$ cat config.mk
export PLATFORM = sky130hd
export DESIGN_NAME = bmp_rle8_run_decoder
export DESIGN_NICKNAME = d
export VERILOG_FILES = /design/src/hw/rtl/brle_pkg.sv /design/src/hw/rtl/brle_decode.sv /design/src/hw/rtl/bmp_rle8_run_decoder.sv
export SDC_FILE = /design/constraint.sdc
export NUM_CORES = 1
export LEC_CHECK = 0
export BUFFER_PORTS_ARGS = -buffer_cell sky130_fd_sc_hd__buf_2
export CAP_MARGIN = 0
export CORE_MARGIN = 10
export CORE_UTILIZATION = 45
export CTS_CLUSTER_DIAMETER = 40
export CTS_CLUSTER_SIZE = 14
export DETAILED_ROUTE_END_ITERATION = 6
export GPL_TIMING_DRIVEN = 0
export PLACE_DENSITY = 0.72
export SLEW_MARGIN = 0
export SYNTH_ARGS = -nofsm -noshare
export SYNTH_HDL_FRONTEND = slang
export SYNTH_SLANG_ARGS = --single-unit
export TNS_END_PERCENT = 100
$ cat constraint.sdc
create_clock -name i_clk -period 7.3 [get_ports i_clk]
set_clock_uncertainty 0.1 [all_clocks]
set_input_delay 0.73 -clock i_clk [delete_from_list [all_inputs] [get_ports i_clk]]
set_output_delay 0.73 -clock i_clk [all_outputs]
set_load 0.01 [all_outputs]
$ cat src/hw/rtl/brle_pkg.sv
`timescale 1ns / 1ps
// Shared types, constants and widths for the RLE8 bitmap run decoder.
package brle_pkg;

    localparam int MAX_DIM_DEF = 4096;
    localparam int POS_W       = 13;
    localparam int DIM_W       = 14;
    localparam int CFG_IDX_W   = 1;

    localparam logic [POS_W-1:0] POS_MAX = '1;

    localparam logic [POS_W-1:0] WIDTH_RESET  = 13'd640;
    localparam logic [POS_W-1:0] HEIGHT_RESET = 13'd480;

    localparam logic [CFG_IDX_W-1:0] CFG_IMAGE_WIDTH  = 1'b0;
    localparam logic [CFG_IDX_W-1:0] CFG_IMAGE_HEIGHT = 1'b1;

    localparam logic [7:0] ESC_END_OF_LINE   = 8'd0;
    localparam logic [7:0] ESC_END_OF_BITMAP = 8'd1;
    localparam logic [7:0] ESC_DELTA         = 8'd2;

    typedef enum logic [2:0] {
        PH_COUNT   = 3'd0,
        PH_VALUE   = 3'd1,
        PH_ESCAPE  = 3'd2,
        PH_DELTA_X = 3'd3,
        PH_DELTA_Y = 3'd4,
        PH_LITERAL = 3'd5,
        PH_PAD     = 3'd6,
        PH_DONE    = 3'd7
    } t_phase;

    typedef enum logic [1:0] {
        KIND_SPAN      = 2'd0,
        KIND_ROW_END   = 2'd1,
        KIND_IMAGE_END = 2'd2
    } t_kind;

    typedef struct packed {
        t_phase           phase;
        logic [7:0]       run_count;
        logic [7:0]       literal_left;
        logic             pad_pending;
        logic [7:0]       delta_columns;
        logic [POS_W-1:0] cur_column;
        logic [POS_W-1:0] cur_row;
    } t_state;

    typedef struct packed {
        logic             valid;
        t_kind            kind;
        logic [POS_W-1:0] column;
        logic [POS_W-1:0] row;
        logic [7:0]       pixel_value;
        logic [7:0]       span_length;
        logic             overrun;
    } t_result;

    localparam t_state STATE_CLEAR = '{
        phase:         PH_COUNT,
        run_count:     8'd0,
        literal_left:  8'd0,
        pad_pending:   1'b0,
        delta_columns: 8'd0,
        cur_column:    '0,
        cur_row:       '0
    };

    // Saturating position add: 13-bit position plus 8-bit step.
    function automatic logic [POS_W-1:0] sat_add(input logic [POS_W-1:0] a,
                                                 input logic [7:0] b);
        logic [POS_W:0] s;
        s = {1'b0, a} + {{(POS_W-7){1'b0}}, b};
        return s[POS_W] ? POS_MAX : s[POS_W-1:0];
    endfunction

endpackage

$ cat src/hw/rtl/brle_decode.sv
`timescale 1ns / 1ps
// Single-pass decode of one compressed byte: next decoder state and the result item.
module brle_decode #(
    parameter int MAX_DIM = brle_pkg::MAX_DIM_DEF
) (
    input  brle_pkg::t_state                 i_state,
    input  logic [7:0]                       i_data_byte,
    input  logic                             i_start_of_image,
    input  logic [brle_pkg::POS_W-1:0]       i_image_width,
    input  logic [brle_pkg::POS_W-1:0]       i_image_height,
    output brle_pkg::t_state                 o_next_state,
    output brle_pkg::t_result                o_result
);

    localparam logic [brle_pkg::DIM_W-1:0] DIM_CAP = brle_pkg::DIM_W'(MAX_DIM);

    brle_pkg::t_state            cur;
    logic [brle_pkg::DIM_W-1:0]  width_cap;
    logic [brle_pkg::DIM_W-1:0]  height_cap;
    logic [brle_pkg::DIM_W-1:0]  span_end;
    logic [7:0]                  literal_dec;

    // A start-of-image item decodes from a cleared state.
    assign cur = i_start_of_image ? brle_pkg::STATE_CLEAR : i_state;

    assign width_cap  = ({1'b0, i_image_width} > DIM_CAP) ? DIM_CAP : {1'b0, i_image_width};
    assign height_cap = ({1'b0, i_image_height} > DIM_CAP) ? DIM_CAP
                                                           : {1'b0, i_image_height};
    assign literal_dec = cur.literal_left - 8'd1;

    // Next state.
    always_comb begin
        o_next_state = cur;
        case (cur.phase)
            brle_pkg::PH_COUNT: begin
                if (i_data_byte != 8'd0) begin
                    o_next_state.run_count = i_data_byte;
                    o_next_state.phase     = brle_pkg::PH_VALUE;
                end else begin
                    o_next_state.phase = brle_pkg::PH_ESCAPE;
                end
            end
            brle_pkg::PH_VALUE: begin
                o_next_state.cur_column = brle_pkg::sat_add(cur.cur_column, cur.run_count);
                o_next_state.run_count  = 8'd0;
                o_next_state.phase      = brle_pkg::PH_COUNT;
            end
            brle_pkg::PH_ESCAPE: begin
                if (i_data_byte == brle_pkg::ESC_END_OF_LINE) begin
                    o_next_state.cur_column = '0;
                    o_next_state.cur_row    = brle_pkg::sat_add(cur.cur_row, 8'd1);
                    o_next_state.phase      = brle_pkg::PH_COUNT;
                end else if (i_data_byte == brle_pkg::ESC_END_OF_BITMAP) begin
                    o_next_state.phase = brle_pkg::PH_DONE;
                end else if (i_data_byte == brle_pkg::ESC_DELTA) begin
                    o_next_state.phase = brle_pkg::PH_DELTA_X;
                end else begin
                    o_next_state.literal_left = i_data_byte;
                    o_next_state.pad_pending  = i_data_byte[0];
                    o_next_state.phase        = brle_pkg::PH_LITERAL;
                end
            end
            brle_pkg::PH_DELTA_X: begin
                o_next_state.delta_columns = i_data_byte;
                o_next_state.phase         = brle_pkg::PH_DELTA_Y;
            end
            brle_pkg::PH_DELTA_Y: begin
                o_next_state.cur_column    = brle_pkg::sat_add(cur.cur_column,
                                                               cur.delta_columns);
                o_next_state.cur_row       = brle_pkg::sat_add(cur.cur_row, i_data_byte);
                o_next_state.delta_columns = 8'd0;
                o_next_state.phase         = brle_pkg::PH_COUNT;
            end
            brle_pkg::PH_LITERAL: begin
                o_next_state.cur_column   = brle_pkg::sat_add(cur.cur_column, 8'd1);
                o_next_state.literal_left = literal_dec;
                if (literal_dec == 8'd0) begin
                    o_next_state.phase       = cur.pad_pending ? brle_pkg::PH_PAD
                                                               : brle_pkg::PH_COUNT;
                    o_next_state.pad_pending = 1'b0;
                end
            end
            brle_pkg::PH_PAD: begin
                o_next_state.phase = brle_pkg::PH_COUNT;
            end
            default: begin
                // Image finished: bytes are swallowed until the next start of image.
                o_next_state = cur;
            end
        endcase
    end

    // Result item.
    always_comb begin
        o_result             = '0;
        o_result.kind        = brle_pkg::KIND_SPAN;
        o_result.column      = cur.cur_column;
        o_result.row         = cur.cur_row;
        case (cur.phase)
            brle_pkg::PH_VALUE: begin
                o_result.valid       = 1'b1;
                o_result.pixel_value = i_data_byte;
                o_result.span_length = cur.run_count;
            end
            brle_pkg::PH_LITERAL: begin
                o_result.valid       = 1'b1;
                o_result.pixel_value = i_data_byte;
                o_result.span_length = 8'd1;
            end
            brle_pkg::PH_ESCAPE: begin
                if (i_data_byte == brle_pkg::ESC_END_OF_LINE) begin
                    o_result.valid = 1'b1;
                    o_result.kind  = brle_pkg::KIND_ROW_END;
                end else if (i_data_byte == brle_pkg::ESC_END_OF_BITMAP) begin
                    o_result.valid = 1'b1;
                    o_result.kind  = brle_pkg::KIND_IMAGE_END;
                end
            end
            default: begin
                o_result.valid = 1'b0;
            end
        endcase
        span_end = {1'b0, cur.cur_column} + {{(brle_pkg::DIM_W-8){1'b0}}, o_result.span_length};
        if (o_result.kind == brle_pkg::KIND_SPAN) begin
            o_result.overrun = ({1'b0, cur.cur_row} >= height_cap) || (span_end > width_cap);
        end
    end

endmodule

$ cat src/hw/rtl/bmp_rle8_run_decoder.sv
`timescale 1ns / 1ps
// Top level of the RLE8 bitmap run decoder: input register, decode, result register.
//
// Accepts one compressed byte per clock cycle unless the input side is stalled, and
// returns at most one result item per byte (a pixel span, a row-end marker or an
// image-end marker): the byte is held in an input register, decoded by a single pass of
// combinational logic against the decoder state, and the result is held in an
// output register. Both registers advance together whenever the output register is
// empty or being taken, so the sustained rate is one byte per cycle; a stall on the
// result side holds one byte in the input register before the input side stalls.
// The image width and height registers may be written only while the block is idle.
module bmp_rle8_run_decoder #(
    parameter int MAX_DIM = brle_pkg::MAX_DIM_DEF
) (
    input  logic                               i_clk,
    input  logic                               i_rst_n,
    input  logic                               i_in_valid,
    output logic                               o_in_stall,
    input  logic [7:0]                         i_data_byte,
    input  logic                               i_start_of_image,
    output logic                               o_out_valid,
    input  logic                               i_out_stall,
    output logic [1:0]                         o_kind,
    output logic [brle_pkg::POS_W-1:0]         o_column,
    output logic [brle_pkg::POS_W-1:0]         o_row,
    output logic [7:0]                         o_pixel_value,
    output logic [7:0]                         o_span_length,
    output logic                               o_overrun,
    input  logic                               i_cfg_valid,
    output logic                               o_cfg_ready,
    input  logic [brle_pkg::CFG_IDX_W-1:0]     i_cfg_index,
    input  logic [brle_pkg::POS_W-1:0]         i_cfg_data
);

    logic                         r_in_valid;
    logic [7:0]                   r_in_byte;
    logic                         r_in_soi;
    brle_pkg::t_state             r_state;
    brle_pkg::t_state             n_state;
    brle_pkg::t_result            n_result;
    logic                         r_out_valid;
    brle_pkg::t_kind              r_out_kind;
    logic [brle_pkg::POS_W-1:0]   r_out_column;
    logic [brle_pkg::POS_W-1:0]   r_out_row;
    logic [7:0]                   r_out_value;
    logic [7:0]                   r_out_length;
    logic                         r_out_overrun;
    logic [brle_pkg::POS_W-1:0]   r_image_width;
    logic [brle_pkg::POS_W-1:0]   r_image_height;
    logic                         out_free;
    logic                         advance;
    logic                         in_accept;

    assign out_free   = !r_out_valid || !i_out_stall;
    assign advance    = r_in_valid && out_free;
    assign o_in_stall = r_in_valid && !out_free;
    assign in_accept  = i_in_valid && !o_in_stall;

    assign o_cfg_ready = 1'b1;

    brle_decode #(
        .MAX_DIM (MAX_DIM)
    ) u_decode (
        .i_state          (r_state),
        .i_data_byte      (r_in_byte),
        .i_start_of_image (r_in_soi),
        .i_image_width    (r_image_width),
        .i_image_height   (r_image_height),
        .o_next_state     (n_state),
        .o_result         (n_result)
    );

    always_ff @(posedge i_clk) begin
        if (!i_rst_n) begin
            r_image_width  <= brle_pkg::WIDTH_RESET;
            r_image_height <= brle_pkg::HEIGHT_RESET;
        end else if (i_cfg_valid && o_cfg_ready) begin
            case (i_cfg_index)
                brle_pkg::CFG_IMAGE_WIDTH:  r_image_width  <= i_cfg_data;
                brle_pkg::CFG_IMAGE_HEIGHT: r_image_height <= i_cfg_data;
                default: begin
                    r_image_width <= r_image_width;
                end
            endcase
        end
    end

    always_ff @(posedge i_clk) begin
        if (!i_rst_n) begin
            r_in_valid  <= 1'b0;
            r_out_valid <= 1'b0;
            r_state     <= brle_pkg::STATE_CLEAR;
        end else begin
            if (in_accept) begin
                r_in_valid <= 1'b1;
            end else if (advance) begin
                r_in_valid <= 1'b0;
            end
            if (advance) begin
                r_state     <= n_state;
                r_out_valid <= n_result.valid;
            end else if (out_free) begin
                r_out_valid <= 1'b0;
            end
        end
    end

    always_ff @(posedge i_clk) begin
        if (in_accept) begin
            r_in_byte <= i_data_byte;
            r_in_soi  <= i_start_of_image;
        end
        if (advance) begin
            r_out_kind    <= n_result.kind;
            r_out_column  <= n_result.column;
            r_out_row     <= n_result.row;
            r_out_value   <= n_result.pixel_value;
            r_out_length  <= n_result.span_length;
            r_out_overrun <= n_result.overrun;
        end
    end

    assign o_out_valid   = r_out_valid;
    assign o_kind        = r_out_kind;
    assign o_column      = r_out_column;
    assign o_row         = r_out_row;
    assign o_pixel_value = r_out_value;
    assign o_span_length = r_out_length;
    assign o_overrun     = r_out_overrun;

    // An image-end marker leaves the decoder parked until the next start of image.
    a_image_end_parks: assert property (@(posedge i_clk) disable iff (!i_rst_n)
        (advance && n_result.valid && n_result.kind == brle_pkg::KIND_IMAGE_END)
        |=> (r_state.phase == brle_pkg::PH_DONE))
        else $error("decoder not parked after image end");

    // Markers carry no length and are never flagged.
    a_marker_clean: assert property (@(posedge i_clk) disable iff (!i_rst_n)
        (r_out_valid && r_out_kind != brle_pkg::KIND_SPAN)
        |-> (r_out_length == 8'd0 && !r_out_overrun))
        else $error("marker with length or overrun");

    // A pending pad byte only exists while literal bytes are still being taken.
    a_pad_in_literal: assert property (@(posedge i_clk) disable iff (!i_rst_n)
        r_state.pad_pending |-> (r_state.phase == brle_pkg::PH_LITERAL))
        else $error("pad pending outside literal phase");

    // The decoder state is not moved while the input side is stalled.
    a_stall_holds_state: assert property (@(posedge i_clk) disable iff (!i_rst_n)
        o_in_stall |=> $stable(r_state) || $past(!i_out_stall))
        else $error("decoder state moved while stalled");

endmodule
==> flow_metrics.py, run 1 <==
metrics = {
    "critical_path": {
        "cp-end-kind": "register",
        "slowest_delay_ns": 0.62,
        "r2r-end": "o_overrun",
        "critPathLaunchType": "register",
        "worstPathRequired_ns": 7.35,
        "critPathSlowestCell": "clkbuf_1",
        "worstReg2RegStart": "r_in_soi",
        "path_max_fanout": 10,
        "r2r_slack_ns": 1.57,
        "cp.arrival_ns": 5.78,
        "crit_chain": "buf_2 > buf_2 > clkbuf_1 > clkbuf_1 > nor2b_1 > nand2_1 > inv_1 > ha_1 > a21o_1 > a21oi_1 > nand2b_1 > a21oi_1 > a41o_1 > nand2_1 > xnor2_1 > ha_1 > a21o_1 > a211oi_1 > o211ai_1 > a211oi_1 > a31oi_1",
        "critPathKind": "reg2reg",
        "worstRegToRegCells": 21,
    },
    "final_layout": {
        "nNetsFinal": 1282,
        "area_delta_synth_final_pct": 14.8,
        "diodes": 0,
        "drive_gt1_frac": 0.117,
        "n_fill_cell": 1852,
        "final_area_um2": 10400,
    },
    "detailed_routing": {
        "routed_via_density": 6.00,
        "wl_met2_mm": 13.1,
        "routed_wl_mm": 29.2,
        "routedLengthMet1_mm": 12.5,
        "wl_met3_mm": 2.77,
        "post-route-drc-count": 0,
        "firstDrtPassIters": 6,
        "topRoutingLayerUsed": "met4",
        "avgRoutedWirePerCell_um": 19.9,
        "antenna_left": 0,
        "drt_iter0_markers": 1103,
        "vias": 8798,
    },
    "power": {
        "peakVddDrop_v": 0.000170,
        "power_density_nw_per_um2": 195,
        "leakage_uw": 0.00418,
        "power_uw": 2030,
    },
    "hold_path": {
        "hold_path_startpoint": "r_image_width[11]",
        "hp-class": "reg2reg",
        "holdPathEnd": "r_image_width[11]",
        "hold_depth": 2,
    },
    "cts": {
        "cts_buffers": 17,
        "htreeDepth": 4,
        "worstSkewPairLatency_ns": 0.44,
        "ctsRootBufferMaster": "clkbuf_16",
        "cts_resized": 0,
        "clock_path_buffers": 2,
        "clkSinkCount": 136,
        "cts_tree": "done",
        "path_clk_slew_ns": 0.06,
        "cts_setup_buffers": 0,
        "hold_buffers": 0,
    },
    "synth": {
        "syn_inst": 1095,
        "synth_area_um2": 9050,
        "synth.area.top_cells": "dfxtp_1, edfxtp_1, ha_1",
        "ys_seq_area_frac": 0.360,
        "synth_most_common_cell": "nand2_1",
        "ys_warn_count": 0,
        "ys_types": 72,
        "ys_async_sr_fraction": 0,
        "synth-main-ff-cell": "dfxtp_1",
        "avgSynthCellArea_um2": 8.27,
        "synth_edf_count": 54,
        "netlist.area_leader.share": 0.181,
        "ys_seq_elements": 136,
        "synth_top_area_cell": "dfxtp_1",
        "synth_nets": 1189,
        "yosys-top-cells-count": "nand2_1, a21oi_1, o21ai_0",
    },
    "sta": {
        "hold_viol_final": 0,
        "setup_tns_ns": 0,
        "fin_crit_sh": 0.785,
        "relSlewSlack": 0.431,
        "max_freq_mhz": 174,
        "rsz0062_at_grt": "no",
        "setup_ws_ns": 1.57,
        "finalSetupViolations": 0,
        "tightest_slew_ns": 0.851,
        "fin_crit_ns": 5.73,
        "maxSlewViolCount": 0,
    },
    "grt": {
        "grt_max_degree": 36,
        "antenna_found_initial": 0,
        "grt_pass1_vias": 8442,
        "grt_pass1_wl_mm": 46.4,
        "grt_usage": 0.221,
        "grt-ovfl-total": 0,
    },
    "placed_design": {
        "place_hpwl_mm": 21.3,
        "port_buffers": 73,
        "place_congestion": 0.993,
        "dp_slack_ns": 1.71,
        "dpl_cell_area_um2": 9770,
    },
    "die": {
        "die_area_um2": 26200,
        "io_pins": 76,
        "die_h_um": 162,
        "rows": 51,
        "initial_core_util": 0.461,
        "chipWidth_um": 162,
        "coreArea_um2": 19700,
    },
    "job": {
        "max_cap_violations": 0,
    },
    "status": {
        "status": "completed",
    },
}
==> metal layers <==
metal | GRT usage | vias to the layer above
met2 | 0.341 | 492
li1 | - | 4131
met5 | 0 | -
met1 | 0.290 | 4111
met3 | 0.0521 | 64
met4 | 0.0935 | 0
==> cell usage in the layout, fill, tap and decap left out, drive strengths merged, types with 53 or more instances in the layout <==
| cell type | Yosys | layout |
|---|---|---|
| a21oi | 96 | 96 |
| o21ai | 103 | 103 |
| clkbuf | 41 | 60 |
| ha | 62 | 62 |
| nor2 | 68 | 68 |
| buf | 17 | 91 |
| edfxtp | 54 | 54 |
| nor2b | 53 | 53 |
| nand2 | 148 | 148 |
| dfxtp | 82 | 82 |
==> state kept, by name (all words and copies together), names as in the netlist <==
signal and flops:
o_overrun 1, o_row 13, r_in_valid 1, o_out_valid 1
o_column 13, o_pixel_value 8, r_in_byte 8, r_state 54
r_image_width 13, r_in_soi 1, r_image_height 13, o_span_length 8
o_kind 2
==> stage by stage <==
step,util,std cells,hold slack [ns]
6_report,0.529,1466,0.358
4_1_cts,0.529,1466,0.352
3_5_place_dp,0.497,1434,0.351
5_1_grt,0.529,1466,0.353
3_3_place_gp,0.496,1433,0.344
2_1_floorplan,-,1095,0.332
==> cell families after synthesis <==
logic type      count (synthesis)  synth area share
other cells                     1          0.000414
simple gates                  418             0.233
mux                             6           0.00691
buf+inv                        97            0.0423
flops                         136             0.360
compound gates                327             0.219
xor+xnor                       44            0.0426
fa+ha+maj                      66            0.0945
==> final cells by class <==
| class | instances | area, um^2 | share of cell area |
|---|---|---|---|
| Buffer | 58 | 238 | 0.0229 |
| Clock buffer | 19 | 443 | 0.0426 |
| Clock inverter | 13 | 176 | 0.0170 |
| Inverter | 39 | 146 | 0.0141 |
| Multi-Input combinational cell | 862 | 5410 | 0.520 |
| Sequential cell | 136 | 3260 | 0.314 |
| Tap cell | 265 | 332 | 0.0319 |
| Timing Repair Buffer | 74 | 385 | 0.0371 |
==> report_power, final <==
| group | switching [uW] | total [uW] | leakage (uW) | internal [uW] |
|---|---|---|---|---|
| sequential | 25.9 | 848 | 0.00119 | 822 |
| clock | 355 | 934 | 0.000294 | 579 |
| combinational | 161 | 245 | 0.00269 | 84.6 |
| total | 542 | 2030 | 0.00418 | 1480 |
==> how the worst max path moves through the flow <==
stage | end | cells after the start | startpoint
after CTS | o_overrun | 21 | r_in_soi
after detailed placement | o_overrun | 20 | r_in_soi
after global routing | o_overrun | 20 | r_in_soi
after global placement | o_overrun | 21 | r_in_soi
final | o_overrun | 21 | r_in_soi
after floorplan | o_overrun | 20 | r_in_soi
==> critical path, delay by kind of cell (launching register included) <==
kind                       cells  cell delay, ns
adders and majority gates      2            0.60
DFF                            1            0.31
and+or+nand+nor                4            0.67
AOI/OAI and AO/OA              9            1.74
buffers and inverters          5            1.85
xor gates and xnor gates       1            0.15
(Power assumes the default switching activity.)
==> inputs of run 2 (changes only) <==
--- a/config.mk
+++ b/config.mk
@@ -5,6 +5,7 @@
 export SDC_FILE = /design/constraint.sdc
 export NUM_CORES = 1
 export LEC_CHECK = 0
+export ABC_AREA = 1
 export BUFFER_PORTS_ARGS = -buffer_cell sky130_fd_sc_hd__buf_2
 export CAP_MARGIN = 0
 export CORE_MARGIN = 10
==> constraint.sdc (replaced) <==
create_clock -name i_clk -period 5.7 [get_ports i_clk]
set_clock_uncertainty 0.1 [all_clocks]
set_input_delay 0.57 -clock i_clk [delete_from_list [all_inputs] [get_ports i_clk]]
set_output_delay 0.57 -clock i_clk [all_outputs]
set_load 0.01 [all_outputs]
==> run 2 against run 1 <==
Worst hold slack got worse by 0.15 ns. Utilization is 0.87 points lower. Largest power group unchanged. Non-clock buffer count shrank 14. Cell count grew 22%. Sequential share of layout area is 2.5 points lower. Combinational power rose by 57%. Maximum frequency grew 12%.
==> flow_metrics.py, run 2 <==
metrics = {
    "detailed_routing": {
        "drt_iter0_markers": 1081,
        "avgRoutedWirePerCell_um": 17.7,
        "vias": 9905,
        "post-route-drc-count": 0,
        "antenna_left": 0,
        "firstDrtPassIters": 7,
        "routed_via_density": 5.54,
        "routed_wl_mm": 31.7,
    },
    "cts": {
        "cts_tree": "done",
        "path_clk_slew_ns": 0.07,
        "clkSinkCount": 136,
        "clock_path_buffers": 2,
        "cts_resized": 0,
        "worstSkewPairLatency_ns": 0.43,
        "htreeDepth": 4,
        "ctsRootBufferMaster": "clkbuf_16",
        "cts_setup_buffers": 0,
        "cts_buffers": 17,
        "hold_buffers": 0,
    },
    "sta": {
        "rsz0062_at_grt": "no",
        "relSlewSlack": 0.297,
        "fin_crit_ns": 5.14,
        "maxSlewViolCount": 0,
        "fin_crit_sh": 0.902,
        "finalSetupViolations": 0,
        "max_freq_mhz": 195,
        "setup_ws_ns": 0.560,
        "tightest_slew_ns": 1.05,
        "holdWs_ns": 0.212,
        "hold_viol_final": 0,
        "setup_tns_ns": 0,
    },
    "synth": {
        "synth-main-ff-cell": "dfxtp_1",
        "avgSynthCellArea_um2": 7.04,
        "synth_edf_count": 54,
        "synth.area.top_cells": "dfxtp_1, edfxtp_1, nand2_1",
        "synth_most_common_cell": "nand2_1",
        "netlist.area_leader.share": 0.166,
        "ys_seq_area_frac": 0.331,
        "syn_inst": 1403,
        "synth_nets": 1497,
        "synth_area_um2": 9870,
        "ys_async_sr_fraction": 0,
        "ys_warn_count": 0,
        "yosys-top-cells-count": "nand2_1, nor2_1, inv_1",
        "ys_types": 53,
        "ys_seq_elements": 136,
        "synth_top_area_cell": "dfxtp_1",
    },
    "die": {
        "die_h_um": 168,
        "initial_core_util": 0.455,
        "io_pins": 76,
        "chipWidth_um": 168,
        "rows": 54,
        "coreArea_um2": 21700,
        "die_area_um2": 28300,
    },
    "power": {
        "power_uw": 2720,
        "peakVddDrop_v": 0.000214,
        "leakage_uw": 0.00537,
        "power_density_nw_per_um2": 241,
    },
    "final_layout": {
        "nNetsFinal": 1590,
        "layout_commonest_cell": "nand2_1",
        "largest-register": "r_state",
        "area_delta_synth_final_pct": 14.2,
        "n_fill_cell": 2088,
        "largest_reg_flops": 54,
        "drive_gt1_frac": 0.130,
        "layout_common_cells": "nand2_1, nor2_1, inv_1, o21ai_0, nand3_1",
        "diodes": 0,
    },
    "placed_design": {
        "dp_slack_ns": 0.646,
        "port_buffers": 73,
        "place_hpwl_mm": 23.8,
        "place_congestion": 0.956,
    },
    "critical_path": {
        "critPathKind": "reg2reg",
        "slowest_delay_ns": 0.50,
        "worstRegToRegCells": 30,
        "cp-end-kind": "register",
        "critPathSlowestCell": "edfxtp_1",
        "critPathTopFamily": "simple AND/OR/NAND/NOR gates",
        "worstPathRequired_ns": 5.80,
        "critPathLaunchType": "register",
        "cp.arrival_ns": 5.24,
        "cp_common_cell": "nand2_1",
        "path_max_fanout": 10,
        "path_buf_inv": 7,
        "worst-path-stages": 30,
    },
    "grt": {
        "grt_pass1_vias": 9231,
        "grt_pass1_wl_mm": 50.4,
        "grt-ovfl-total": 0,
        "grt_usage": 0.220,
        "grt_max_degree": 33,
        "antenna_found_initial": 0,
    },
    "hold_path": {
        "hp-class": "in2reg",
        "hold_depth": 1,
    },
    "status": {
        "status": "completed",
    },
    "job": {
        "max_cap_violations": 0,
    },
}
run 2: cell types whose count changed after synthesis, sizes merged, moves of 16 or more:
| cell | previous run | this run |
|---|---|---|
| nand2 | 148 | 315 |
| nor2 | 68 | 209 |
| inv | 38 | 177 |
| nand3 | 35 | 117 |
| nor2b | 53 | 0 |
| xnor2 | 35 | 7 |
| xor2 | 9 | 33 |
| and2 | 26 | 3 |
| a22oi | 19 | 0 |
| nor3 | 26 | 10 |
run 2: cells by family after synthesis:
logic type / synth area share
flops: 0.331
fa+ha+maj: 0.0867
other cells: 0.000380
buf+inv: 0.0926
xor+xnor: 0.0355
compound gates: 0.142
simple gates: 0.312
run 2: cell type report:
class | count | area, um^2 | area share
clock buffer | 24 | 579 | 0.0514
tap | 280 | 350 | 0.0311
buffer | 44 | 241 | 0.0214
sequential | 136 | 3260 | 0.289
inverter | 179 | 674 | 0.0598
clock inverter | 8 | 87.6 | 0.00777
multi-input combinational | 1044 | 5700 | 0.505
timing repair buffer | 74 | 385 | 0.0342
run 2: worst paths after layout:
path,start,endpoint,slack (ns)
hold / removal,i_data_byte[7],r_in_byte[7],0.21
setup / recovery,r_in_soi,o_overrun,0.56
hold reg to reg,r_in_valid,o_out_valid,0.37
setup reg to reg,r_in_soi,o_overrun,0.56
run 2: per-layer routing:
layer | global-route usage | wire [um] | vias to the layer above | share of wire
met5 | 0 | 0 | - | 0
met4 | 0.0693 | 713 | 0 | 0.023
met3 | 0.0352 | 2360 | 61 | 0.074
met2 | 0.342 | 14100 | 388 | 0.44
met1 | 0.305 | 14500 | 4618 | 0.46
li1 | - | - | 4838 | -
run 2: where the power goes:
| part | internal [uW] | switching, uW |
|---|---|---|
| sequential | 1060 | 37.0 |
| clock | 764 | 476 |
| combinational | 126 | 258 |
| total | 1950 | 771 |
run 2: through the flow:
step                      cell area, um^2  utilization  cells
after floorplan                      9870            -   1403
after global placement              10600        0.488   1756
after detailed placement            10600        0.489   1757
after CTS                           11300        0.520   1789
after global routing                11300        0.520   1789
final                               11300        0.520   1789
==> inputs of run 3 (changes only) <==
--- a/config.mk
+++ b/config.mk
@@ -8,9 +8,9 @@
 export ABC_AREA = 1
 export BUFFER_PORTS_ARGS = -buffer_cell sky130_fd_sc_hd__buf_2
 export CAP_MARGIN = 0
-export CORE_MARGIN = 10
+export CORE_MARGIN = 1.5
 export CORE_UTILIZATION = 45
-export CTS_CLUSTER_DIAMETER = 40
+export CTS_CLUSTER_DIAMETER = 60
 export CTS_CLUSTER_SIZE = 14
 export DETAILED_ROUTE_END_ITERATION = 6
 export GPL_TIMING_DRIVEN = 0
==> run 3 against run 2 <==
Worst setup slack lost 0.021 ns. Utilization shrank 0.49 points. Worst hold slack is essentially flat. Sequential share of layout area grew 0.28 points. Via count shrank 0.68%. Critical path depth grew 1. Die area shrank 19%. Sequential power is essentially flat. Power shrank 6.4%. Non-clock buffer count is the same. Critical path type unchanged. Critical endpoint unchanged. Highest routed layer unchanged.
==> flow_metrics.py, run 3 (synthesis gave the netlist of run 2 again) <==
metrics = {
    "final_layout": {
        "nNetsFinal": 1590,
        "largest_reg_flops": 54,
        "largest-register": "r_state",
        "area_delta_synth_final_pct": 13.1,
        "final_area_um2": 11200,
        "n_fill_cell": 2129,
        "diodes": 0,
        "layout_commonest_cell": "nand2_1",
        "drive_gt1_frac": 0.131,
        "layout_common_cells": "nand2_1, nor2_1, inv_1, o21ai_0, nand3_1",
    },
    "power": {
        "pwr-share-comb": 0.149,
        "p_sw_uw": 768,
        "power_density_nw_per_um2": 228,
        "sw_frac_of_total": 0.301,
        "peakVddDrop_v": 0.000224,
        "clockPowerShare": 0.420,
        "power_frac_seq": 0.431,
        "power_uw": 2550,
        "leakage_uw": 0.00532,
        "cell_internal_pwr_uw": 1780,
    },
    "placed_design": {
        "place_congestion": 0.950,
        "dp_slack_ns": 0.601,
        "place_hpwl_mm": 22.9,
        "port_buffers": 73,
        "dpl_cell_area_um2": 10600,
    },
    "cts": {
        "hold_buffers": 0,
        "cts_tree": "done",
        "clkSinkCount": 136,
        "ctsRootBufferMaster": "clkbuf_16",
        "cts_resized": 0,
        "cts_buffers": 17,
        "htreeDepth": 4,
        "cts_setup_buffers": 0,
        "path_clk_slew_ns": 0.06,
        "clock_path_buffers": 2,
        "worstSkewPairLatency_ns": 0.43,
    },
    "critical_path": {
        "worstPathRequired_ns": 5.80,
        "slowest_delay_ns": 0.48,
        "critPathSlowestCell": "edfxtp_1",
        "critPathLaunchType": "register",
        "critPathKind": "reg2reg",
        "worstRegToRegCells": 31,
        "cp-end-kind": "register",
        "cp.arrival_ns": 5.26,
        "cp_common_cell": "nand2_1",
        "path_max_fanout": 10,
    },
    "grt": {
        "grt_usage": 0.267,
        "grt-ovfl-total": 0,
        "grt_pass1_wl_mm": 46.6,
        "grt_max_degree": 33,
        "antenna_found_initial": 0,
        "grt_pass1_vias": 8873,
    },
    "sta": {
        "setup_ws_ns": 0.539,
        "fin_crit_sh": 0.905,
        "tightest_slew_ns": 1.02,
        "max_freq_mhz": 194,
        "holdWs_ns": 0.211,
        "rsz0062_at_grt": "no",
        "relSlewSlack": 0.319,
        "hold_viol_final": 0,
        "maxSlewViolCount": 0,
        "fin_crit_ns": 5.16,
        "setup_tns_ns": 0,
        "finalSetupViolations": 0,
    },
    "detailed_routing": {
        "drt_iter0_markers": 996,
        "post-route-drc-count": 0,
        "antenna_left": 0,
        "routed_via_density": 5.50,
        "vias": 9838,
        "firstDrtPassIters": 5,
        "routed_wl_mm": 29.9,
        "avgRoutedWirePerCell_um": 16.7,
    },
    "job": {
        "max_cap_violations": 0,
    },
    "die": {
        "die_h_um": 151,
        "io_pins": 76,
        "coreArea_um2": 21700,
        "chipWidth_um": 151,
        "initial_core_util": 0.455,
        "rows": 54,
        "die_area_um2": 22800,
    },
    "hold_path": {
        "hold_depth": 1,
        "hp-class": "in2reg",
    },
    "status": {
        "status": "completed",
    },
}
run 3: cell count changes in the layout (fill, tap and decap cells not counted), moves of 2 or more:
cell       before  now
clkbuf_16      23   17
clkbuf_8        0    2
inv_4           2    4
inv_6           2    6
run 3: per-stage QoR:
step            util  cells
6_report       0.515   1789
2_1_floorplan      -   1403
5_1_grt        0.515   1789
4_1_cts        0.515   1789
3_3_place_gp   0.488   1756
3_5_place_dp   0.489   1757
run 3: path summary, 6_finish.rpt:
| check | end | slack (ns) | startpoint |
|---|---|---|---|
| worst min-delay path | r_in_byte[7] | 0.21 | i_data_byte[7] |
| worst min register to register | o_out_valid | 0.37 | r_in_valid |
| worst max-delay path | o_overrun | 0.54 | r_in_soi |
| worst max register to register | o_overrun | 0.54 | r_in_soi |
run 3: power groups by stage:
stage	clock [uW]	combinational, uW	sequential (uW)
after floorplan	0	258	1110
after global routing	1120	423	1100
after detailed placement	0	373	1120
after CTS	1080	375	1100
final	1070	378	1100
after global placement	0	364	1120
run 3: worst max-delay path, delay by kind of cell (launching register included):
kind                     cells  cell delay (ns)
AO/OA/AOI/OAI                5             1.02
AND/OR/NAND/NOR             18             1.80
adder cells (fa/ha/maj)      2             0.64
buffers and inverters        6             0.87
flip-flops                   1             0.48
run 3: per-layer routing:
| layer | GRT usage | vias up | share of wire |
|---|---|---|---|
| met1 | 0.366 | 4490 | 0.44 |
| met3 | 0.0470 | 78 | 0.093 |
| li1 | - | 4840 | - |
| met4 | 0.106 | 0 | 0.030 |
| met5 | 0.0136 | - | 0 |
| met2 | 0.416 | 430 | 0.44 |
run 3: layout make-up:
class / instances / area, um^2 / area share
clock inverters: 13 / 108 / 0.00963
clock buffers: 19 / 453 / 0.0405
inverters: 179 / 674 / 0.0604
plain buffers: 44 / 241 / 0.0216
repair buffers: 74 / 385 / 0.0345
well taps: 280 / 350 / 0.0314
multi-input cells: 1044 / 5700 / 0.510
flip-flops and latches: 136 / 3260 / 0.292
